<file path="config.mk">
export PLATFORM = sky130hd
export DESIGN_NAME = uart_tx_rx_ring_buffers
export DESIGN_NICKNAME = d
export VERILOG_FILES = /design/src/rtl/core/utrb_pkg.sv /design/src/rtl/core/utrb_ctrl.sv /design/src/rtl/core/utrb_datapath.sv /design/src/rtl/core/uart_tx_rx_ring_buffers.sv
export SDC_FILE = /design/constraint.sdc
export NUM_CORES = 1
export LEC_CHECK = 0
export BUFFER_PORTS_ARGS = -buffer_cell sky130_fd_sc_hd__buf_2
export CAP_MARGIN = 10
export CELL_PAD_IN_SITES_DETAIL_PLACEMENT = 1
export CELL_PAD_IN_SITES_GLOBAL_PLACEMENT = 1
export CORE_AREA = 2 2 155 157
export DETAILED_ROUTE_END_ITERATION = 10
export DIE_AREA = 0 0 157 159
export PLACE_DENSITY_LB_ADDON = 0.1
export SLEW_MARGIN = 15
export SYNTH_ARGS = -nofsm -noshare
export SYNTH_HDL_FRONTEND = slang
export SYNTH_HIERARCHICAL = 1
export SYNTH_SLANG_ARGS = --single-unit
export TNS_END_PERCENT = 30
</file>
<file path="constraint.sdc">
create_clock -name clk -period 8.1 [get_ports clk]
set_input_delay 0.81 -clock clk [delete_from_list [all_inputs] [get_ports clk]]
set_output_delay 0.81 -clock clk [all_outputs]
set_load 0.05 [all_outputs]
</file>
<file path="src/rtl/core/utrb_pkg.sv">
`timescale 1ns / 1ps
// ----------------------------------------------------------------------------
// utrb_pkg: shared types for the UART transmit/receive ring buffers
// Operation codes, status codes, controller states and the command bundle.
// ----------------------------------------------------------------------------
package utrb_pkg;

  // Operation carried by one input beat.
  typedef enum logic [1:0] {
    FN_WRITE    = 2'd0,
    FN_READ     = 2'd1,
    FN_TX_READY = 2'd2,
    FN_RX_BYTE  = 2'd3
  } func_t;

  // Status reported with each result beat.
  typedef enum logic [2:0] {
    ST_OK       = 3'd0,
    ST_TX_FULL  = 3'd1,
    ST_RX_EMPTY = 3'd2,
    ST_RX_DROP  = 3'd3,
    ST_TX_IDLE  = 3'd4
  } status_t;

  typedef enum logic {
    S_IDLE = 1'b0,
    S_EXEC = 1'b1
  } state_t;

  // Commands from the controller to the datapath.
  typedef struct packed {
    logic capture;  // latch the input beat and read both stores
    logic exec;     // apply the operation and load the result register
  } cmd_t;

endpackage

</file>
<file path="src/rtl/core/utrb_ctrl.sv">
`timescale 1ns / 1ps
// ----------------------------------------------------------------------------
// utrb_ctrl: sequencing controller
// Accepts one beat, then issues the execute step once the result register
// is free.
// ----------------------------------------------------------------------------
module utrb_ctrl (
  input  logic          clk,
  input  logic          rst_n,
  input  logic          in_valid,
  output logic          in_ready,
  input  logic          out_busy,
  output utrb_pkg::cmd_t cmd
);
  import utrb_pkg::*;

  state_t state_r;
  state_t state_nxt;

  always_ff @(posedge clk) begin
    if (!rst_n) begin
      state_r <= S_IDLE;
    end else begin
      state_r <= state_nxt;
    end
  end

  always_comb begin
    state_nxt   = state_r;
    in_ready    = 1'b0;
    cmd.capture = 1'b0;
    cmd.exec    = 1'b0;
    case (state_r)
      S_IDLE: begin
        in_ready = 1'b1;
        if (in_valid) begin
          cmd.capture = 1'b1;
          state_nxt   = S_EXEC;
        end
      end
      S_EXEC: begin
        // Hold here while an earlier result still sits unclaimed.
        if (!out_busy) begin
          cmd.exec  = 1'b1;
          state_nxt = S_IDLE;
        end
      end
      default: begin
        state_nxt = S_IDLE;
      end
    endcase
  end

endmodule

</file>
<file path="src/rtl/core/utrb_datapath.sv">
`timescale 1ns / 1ps
// ----------------------------------------------------------------------------
// utrb_datapath: ring queues, counters, restart flag and result register
// Two byte stores with registered reads, wrap counters one bit wider than
// the index, and the output register of the result channel.
// ----------------------------------------------------------------------------
module utrb_datapath #(
  parameter int TX_DEPTH = 16,
  parameter int RX_DEPTH = 16
) (
  input  logic              clk,
  input  logic              rst_n,
  input  utrb_pkg::cmd_t    cmd,
  input  utrb_pkg::func_t   in_func,
  input  logic [7:0]        in_data,
  input  logic              out_ready,
  output logic              out_valid,
  output logic              out_busy,
  output utrb_pkg::status_t out_status,
  output logic [7:0]        out_data,
  output logic              out_tx_valid,
  output logic              out_kick
);
  import utrb_pkg::*;

  localparam int TX_AW = $clog2(TX_DEPTH);
  localparam int RX_AW = $clog2(RX_DEPTH);
  localparam int TX_CW = TX_AW + 1;
  localparam int RX_CW = RX_AW + 1;

  logic [7:0] tx_mem [TX_DEPTH];
  logic [7:0] rx_mem [RX_DEPTH];

  func_t      func_r;
  logic [7:0] data_r;
  logic [7:0] tx_rdata_r;
  logic [7:0] rx_rdata_r;

  logic [TX_CW-1:0] tx_wr_cnt_r, tx_wr_cnt_nxt;
  logic [TX_CW-1:0] tx_rd_cnt_r, tx_rd_cnt_nxt;
  logic [RX_CW-1:0] rx_wr_cnt_r, rx_wr_cnt_nxt;
  logic [RX_CW-1:0] rx_rd_cnt_r, rx_rd_cnt_nxt;
  logic             restart_r, restart_nxt;
  logic             out_valid_r, out_valid_nxt;

  status_t    status_r, status_nxt;
  logic [7:0] dout_r, dout_nxt;
  logic       txv_r, txv_nxt;
  logic       kick_r, kick_nxt;

  logic tx_we;
  logic rx_we;
  logic tx_full, tx_empty, rx_full, rx_empty;

  // Full when the wrap bits differ and the indexes match.
  assign tx_empty = (tx_wr_cnt_r == tx_rd_cnt_r);
  assign rx_empty = (rx_wr_cnt_r == rx_rd_cnt_r);
  assign tx_full  = (tx_wr_cnt_r[TX_AW] != tx_rd_cnt_r[TX_AW]) &&
                    (tx_wr_cnt_r[TX_AW-1:0] == tx_rd_cnt_r[TX_AW-1:0]);
  assign rx_full  = (rx_wr_cnt_r[RX_AW] != rx_rd_cnt_r[RX_AW]) &&
                    (rx_wr_cnt_r[RX_AW-1:0] == rx_rd_cnt_r[RX_AW-1:0]);

  always_ff @(posedge clk) begin
    if (tx_we) begin
      tx_mem[tx_wr_cnt_r[TX_AW-1:0]] <= data_r;
    end
    if (cmd.capture) begin
      tx_rdata_r <= tx_mem[tx_rd_cnt_r[TX_AW-1:0]];
    end
  end

  always_ff @(posedge clk) begin
    if (rx_we) begin
      rx_mem[rx_wr_cnt_r[RX_AW-1:0]] <= data_r;
    end
    if (cmd.capture) begin
      rx_rdata_r <= rx_mem[rx_rd_cnt_r[RX_AW-1:0]];
    end
  end

  always_comb begin
    tx_we         = 1'b0;
    rx_we         = 1'b0;
    tx_wr_cnt_nxt = tx_wr_cnt_r;
    tx_rd_cnt_nxt = tx_rd_cnt_r;
    rx_wr_cnt_nxt = rx_wr_cnt_r;
    rx_rd_cnt_nxt = rx_rd_cnt_r;
    restart_nxt   = restart_r;
    status_nxt    = ST_OK;
    dout_nxt      = 8'd0;
    txv_nxt       = 1'b0;
    kick_nxt      = 1'b0;
    out_valid_nxt = out_valid_r && !out_ready;
    if (cmd.exec) begin
      out_valid_nxt = 1'b1;
      case (func_r)
        FN_WRITE: begin
          if (tx_full) begin
            status_nxt = ST_TX_FULL;
          end else begin
            tx_we         = 1'b1;
            tx_wr_cnt_nxt = tx_wr_cnt_r + TX_CW'(1);
            if (restart_r) begin
              restart_nxt = 1'b0;
              kick_nxt    = 1'b1;
            end
          end
        end
        FN_READ: begin
          if (rx_empty) begin
            status_nxt = ST_RX_EMPTY;
          end else begin
            dout_nxt      = rx_rdata_r;
            rx_rd_cnt_nxt = rx_rd_cnt_r + RX_CW'(1);
          end
        end
        FN_TX_READY: begin
          if (tx_empty) begin
            restart_nxt = 1'b1;
            status_nxt  = ST_TX_IDLE;
          end else begin
            dout_nxt      = tx_rdata_r;
            tx_rd_cnt_nxt = tx_rd_cnt_r + TX_CW'(1);
            restart_nxt   = 1'b0;
            txv_nxt       = 1'b1;
          end
        end
        FN_RX_BYTE: begin
          if (rx_full) begin
            status_nxt = ST_RX_DROP;
          end else begin
            rx_we         = 1'b1;
            rx_wr_cnt_nxt = rx_wr_cnt_r + RX_CW'(1);
          end
        end
        default: begin
          status_nxt = ST_OK;
        end
      endcase
    end
  end

  always_ff @(posedge clk) begin
    if (!rst_n) begin
      tx_wr_cnt_r <= '0;
      tx_rd_cnt_r <= '0;
      rx_wr_cnt_r <= '0;
      rx_rd_cnt_r <= '0;
      restart_r   <= 1'b1;
      out_valid_r <= 1'b0;
    end else begin
      tx_wr_cnt_r <= tx_wr_cnt_nxt;
      tx_rd_cnt_r <= tx_rd_cnt_nxt;
      rx_wr_cnt_r <= rx_wr_cnt_nxt;
      rx_rd_cnt_r <= rx_rd_cnt_nxt;
      restart_r   <= restart_nxt;
      out_valid_r <= out_valid_nxt;
    end
  end

  always_ff @(posedge clk) begin
    if (cmd.capture) begin
      func_r <= in_func;
      data_r <= in_data;
    end
    if (cmd.exec) begin
      status_r <= status_nxt;
      dout_r   <= dout_nxt;
      txv_r    <= txv_nxt;
      kick_r   <= kick_nxt;
    end
  end

  assign out_valid    = out_valid_r;
  assign out_busy     = out_valid_r && !out_ready;
  assign out_status   = status_r;
  assign out_data     = dout_r;
  assign out_tx_valid = txv_r;
  assign out_kick     = kick_r;

endmodule

</file>
<file path="src/rtl/core/uart_tx_rx_ring_buffers.sv">
`timescale 1ns / 1ps
// ----------------------------------------------------------------------------
// uart_tx_rx_ring_buffers: transmit and receive ring queues of a serial port
// Software writes and reads, transmitter-ready events and received bytes,
// one per input beat, each answered by exactly one result beat.
// ----------------------------------------------------------------------------
// Each input beat has a capture step and an execute step. In the capture step
// the beat is captured and both byte stores are read at their read counters
// (the store reads are registered); in the execute step the operation updates
// the counters, the restart flag and the stores and loads the result register.
// The result register parts the two channels, so the next beat is accepted
// while a result still waits; if it is still not taken, the new beat waits
// before its execute step until the result register frees up. After reset the
// transmit restart flag is set, both queues are empty, and no clearing pass is
// run over the stores. TX_DEPTH and RX_DEPTH must be powers of two.
// ----------------------------------------------------------------------------
module uart_tx_rx_ring_buffers #(
  parameter int TX_DEPTH = 16,
  parameter int RX_DEPTH = 16
) (
  input  logic       clk,
  input  logic       rst_n,
  input  logic       in_tvalid,
  output logic       in_tready,
  input  logic [7:0] in_tdata,   // [7:0] data
  input  logic [1:0] in_tuser,   // [1:0] func
  output logic       out_tvalid,
  input  logic       out_tready,
  output logic [7:0] out_tdata,  // [7:0] data_out
  output logic [4:0] out_tuser   // [2:0] status, [3] tx_valid, [4] kick
);
  import utrb_pkg::*;

  cmd_t    cmd;
  logic    out_busy;
  status_t status;
  logic    tx_valid;
  logic    kick;

  // The controller only sequences; all state of the queues is in the datapath.
  utrb_ctrl u_ctrl (
    .clk      (clk),
    .rst_n    (rst_n),
    .in_valid (in_tvalid),
    .in_ready (in_tready),
    .out_busy (out_busy),
    .cmd      (cmd)
  );

  utrb_datapath #(
    .TX_DEPTH (TX_DEPTH),
    .RX_DEPTH (RX_DEPTH)
  ) u_datapath (
    .clk          (clk),
    .rst_n        (rst_n),
    .cmd          (cmd),
    .in_func      (func_t'(in_tuser)),
    .in_data      (in_tdata),
    .out_ready    (out_tready),
    .out_valid    (out_tvalid),
    .out_busy     (out_busy),
    .out_status   (status),
    .out_data     (out_tdata),
    .out_tx_valid (tx_valid),
    .out_kick     (kick)
  );

  assign out_tuser = {kick, tx_valid, status};

  // An accepted beat is never followed by another acceptance in the next cycle.
  a_one_at_a_time: assert property (@(posedge clk) disable iff (!rst_n)
    (in_tvalid && in_tready) |=> !in_tready)
    else $error("input accepted while the previous beat was still executing");

  // The execute step always leaves a result waiting.
  a_exec_gives_result: assert property (@(posedge clk) disable iff (!rst_n)
    cmd.exec |=> out_tvalid)
    else $error("execute step produced no result beat");

  // A kick and a transmitted byte come from different operations.
  a_kick_txv_apart: assert property (@(posedge clk) disable iff (!rst_n)
    out_tvalid |-> !(kick && tx_valid))
    else $error("kick and tx_valid raised in the same result");

  // A kick or a transmitted byte only comes with an ok status.
  a_flags_ok: assert property (@(posedge clk) disable iff (!rst_n)
    (out_tvalid && (kick || tx_valid)) |-> (status == ST_OK))
    else $error("kick or tx_valid raised with an error status");

endmodule
</file>
==> results.yml <==
timing:
  finalSetupTns_ns: 0
  hold_viol_final: 0
  fmax_mhz: 321.3
  maxSlewHeadroom_pct: 25.87
  max_slew.worst_pin.slew_ns: 1.112
  finalSetupViolCount: 0
  finClkSkew_ns: 0.01287
  fin_crit_sh_pct: 38.43
  final-max-slew-violation-count: 0
  rsz0062_at_grt: "false"
  min_period_ns: 3.113
min_path:
  min_path_type: "in2reg"
clock_network:
  cts_made_buffers: 34
  clockBufferDepth: 3
  numClockSinks: 318
  cts_resized: 0
  cts-htree-levels: 2
  clock_latency_ns: 0.50
  clock-root-buffer: "clkbuf_16"
  clk_pin_slew_ns: 0.06
  post-cts-setup-buffers: 0
  ctsHoldBuffers: 0
  cts_tree: "built"
global_routing:
  antenna_found_initial: 0
  grt_max_degree: 37
  track_usage_pct: 23.60
  grt_pass1_wl_um: 43070
  grt.overflow.total: 0
  grt_pass1_vias: 6525
synth:
  synth_top_family_by_area: "multiplexers"
  synthMuxAreaShare_pct: 14.22
  async_reset_ff_share_pct: 0
  synth_simple_gate_area_share_pct: 5.043
  synth_adder_area_share_pct: 1.489
  syn-cell-area_um2: 12600
  post-synth-top-count-cell: "edfxtp_1"
  yosysWarnings: 6
  avgSynthCellArea_um2: 19.72
  ys.flop_type: "edfxtp_1"
  synth_xor_area_share_pct: 1.390
  ys_top_cells_by_count: "295 x edfxtp_1, 72 x mux4_2, 25 x and3_1"
  synthDominantCellAreaShare_pct: 70.29
  synth_edf_count: 295
  syn-num-nets: 668
  synth_top_area_cell: "edfxtp_1"
  ys_seq_elements: 318
  synth.distinct_cells: 31
  synth_area_leaders: "edfxtp_1 70%, mux4_2 13%, dfxtp_1 3.7%"
  syn_inst: 639
  synth_compound_area_share_pct: 2.303
  ys_seq_area_share_pct: 73.94
finish:
  n_antenna_cell: 0
  area_delta_synth_final_pct: 12.23
  drive_gt1_share_pct: 23.06
  final_cells: 1026
  nets: 711
  final_util_pct: 60.99
job:
  drv_cap: 0
floorplanning:
  die-area_um2: 24960
  rows: 56
  chipWidth_um: 157
  core_um2: 23190
  start_util_pct: 54.34
  pin_count: 29
  fp.dieH_um: 159
run_status:
  status: "finished clean"
placement:
  dp.cells: 965
  portBuffers: 28
  hpwlAfterDp_um: 17970
  finalWeightedCongestion: 0.8329
drt:
  drt_wl_total_um: 28160
  drtAntennaViolNets: 0
  wire_per_inst_um: 27.45
  vias_per_cell: 6.112
  drt_first_pass_iters: 5
  vias: 6271
  drc: 0
  drt_iter0_markers: 590
critical_path:
  crit_type: "reg2reg"
  cp-start-kind: "register"
  rrSetupSlack_ns: 4.99
  crit_arrival_ns: 3.24
  crit_path_end_kind: "register"
  crit_fanout: 36
  crit_required_ns: 8.22
power_and_ir_drop:
  powerDensity_nw_per_um2: 237.0
  vdd_drop_max_v: 0.0001736
  cellLeakagePower_nw: 4.679
  power.total_mw: 3.352
## layout by cell type, fill, tap and decap left out, types with 9 or more instances in the layout
master       n
a211oi_1     9
a21oi_1     15
and2_1      11
and3_1      25
buf_2       28
buf_4       15
clkbuf_1    10
clkbuf_16   37
clkinv_1    10
dfxtp_1     21
edfxtp_1   295
ha_1        15
inv_1        9
mux2i_1     17
mux4_2      72
nand2_1     22
nor2b_1     16
xor2_1      15
## through the flow
step / worst slack (ns) / cell area [µm²] / hold slack, ns
2_1_floorplan: 4.871 / 12600 / 0.4817
3_3_place_gp: 4.645 / 13100 / 0.4988
3_5_place_dp: 4.465 / 13100 / 0.5142
4_1_cts: 4.982 / 14140 / 0.4623
5_1_grt: 4.724 / 14140 / 0.4646
6_report: 4.987 / 14140 / 0.4830
## flip-flops by register name, summed over array words and instances, names as in the netlist, 8 cells and up
register and flops:
u_datapath/tx_rdata_r 8, u_datapath/tx_mem 128, u_datapath/out_data 8, u_datapath/rx_rdata_r 8, u_datapath/data_r 8, u_datapath/rx_mem 128
## final cells by class
| cell class | instances | area [µm²] |
|---|---|---|
| clock inverter | 14 | 85.08 |
| sequential | 318 | 9321 |
| tap | 319 | 399.1 |
| inverter | 9 | 33.78 |
| multi-input combinational | 276 | 3089 |
| fill | 1952 | 9047 |
| clock buffer | 47 | 963.4 |
| timing repair buffer | 43 | 252.7 |
## layer usage
layer | GRT usage, % | wire length [µm]
met1 | 37.37 | 12710
met3 | 4.600 | 1942
met5 | 0 | 0
met2 | 33.55 | 12800
met4 | 7.298 | 707
## kinds of logic (layout without fill, tap and decap cells)
| kind of cell | Yosys count | count (layout) |
|---|---|---|
| AO/OA/AOI/OAI | 43 | 43 |
| XOR/XNOR | 20 | 20 |
| adder cells (fa/ha/maj) | 15 | 15 |
| buffers and inverters | 45 | 113 |
| flip-flops | 318 | 318 |
| multiplexers | 89 | 89 |
| AND/OR/NAND/NOR | 109 | 109 |
## worst max-delay path, cell delays in order (launching register included)
cell,delay [ns]
dfxtp_2,0.31
buf_4,0.54
xor2_1,0.29
nor4_4,0.12
nand2_1,0.13
nand4_1,0.32
nor3b_1,1.01
## where the power goes
group	leakage [nW]	switching, mW	internal (mW)	total [mW]
clock network	0.506	0.594	0.861	1.45
registers	2.86	0.00753	1.81	1.82
logic	1.31	0.0629	0.0184	0.0813
## worst paths after layout
| kind | depth (start not counted) | endpoint | from |
|---|---|---|---|
| worst min register to register | 2 | u_datapath/rx_rd_cnt_r[4] | u_datapath/rx_rd_cnt_r[4] |
| worst max register to register | 6 | u_datapath/tx_mem[11][3] | u_datapath/tx_rd_cnt_r[0] |
| worst max-delay path | 6 | u_datapath/tx_mem[11][3] | u_datapath/tx_rd_cnt_r[0] |
| worst min-delay path | 1 | u_datapath/data_r[7] | in_tdata[7] |
No activity file was read; power rests on OpenSTA's default activity.
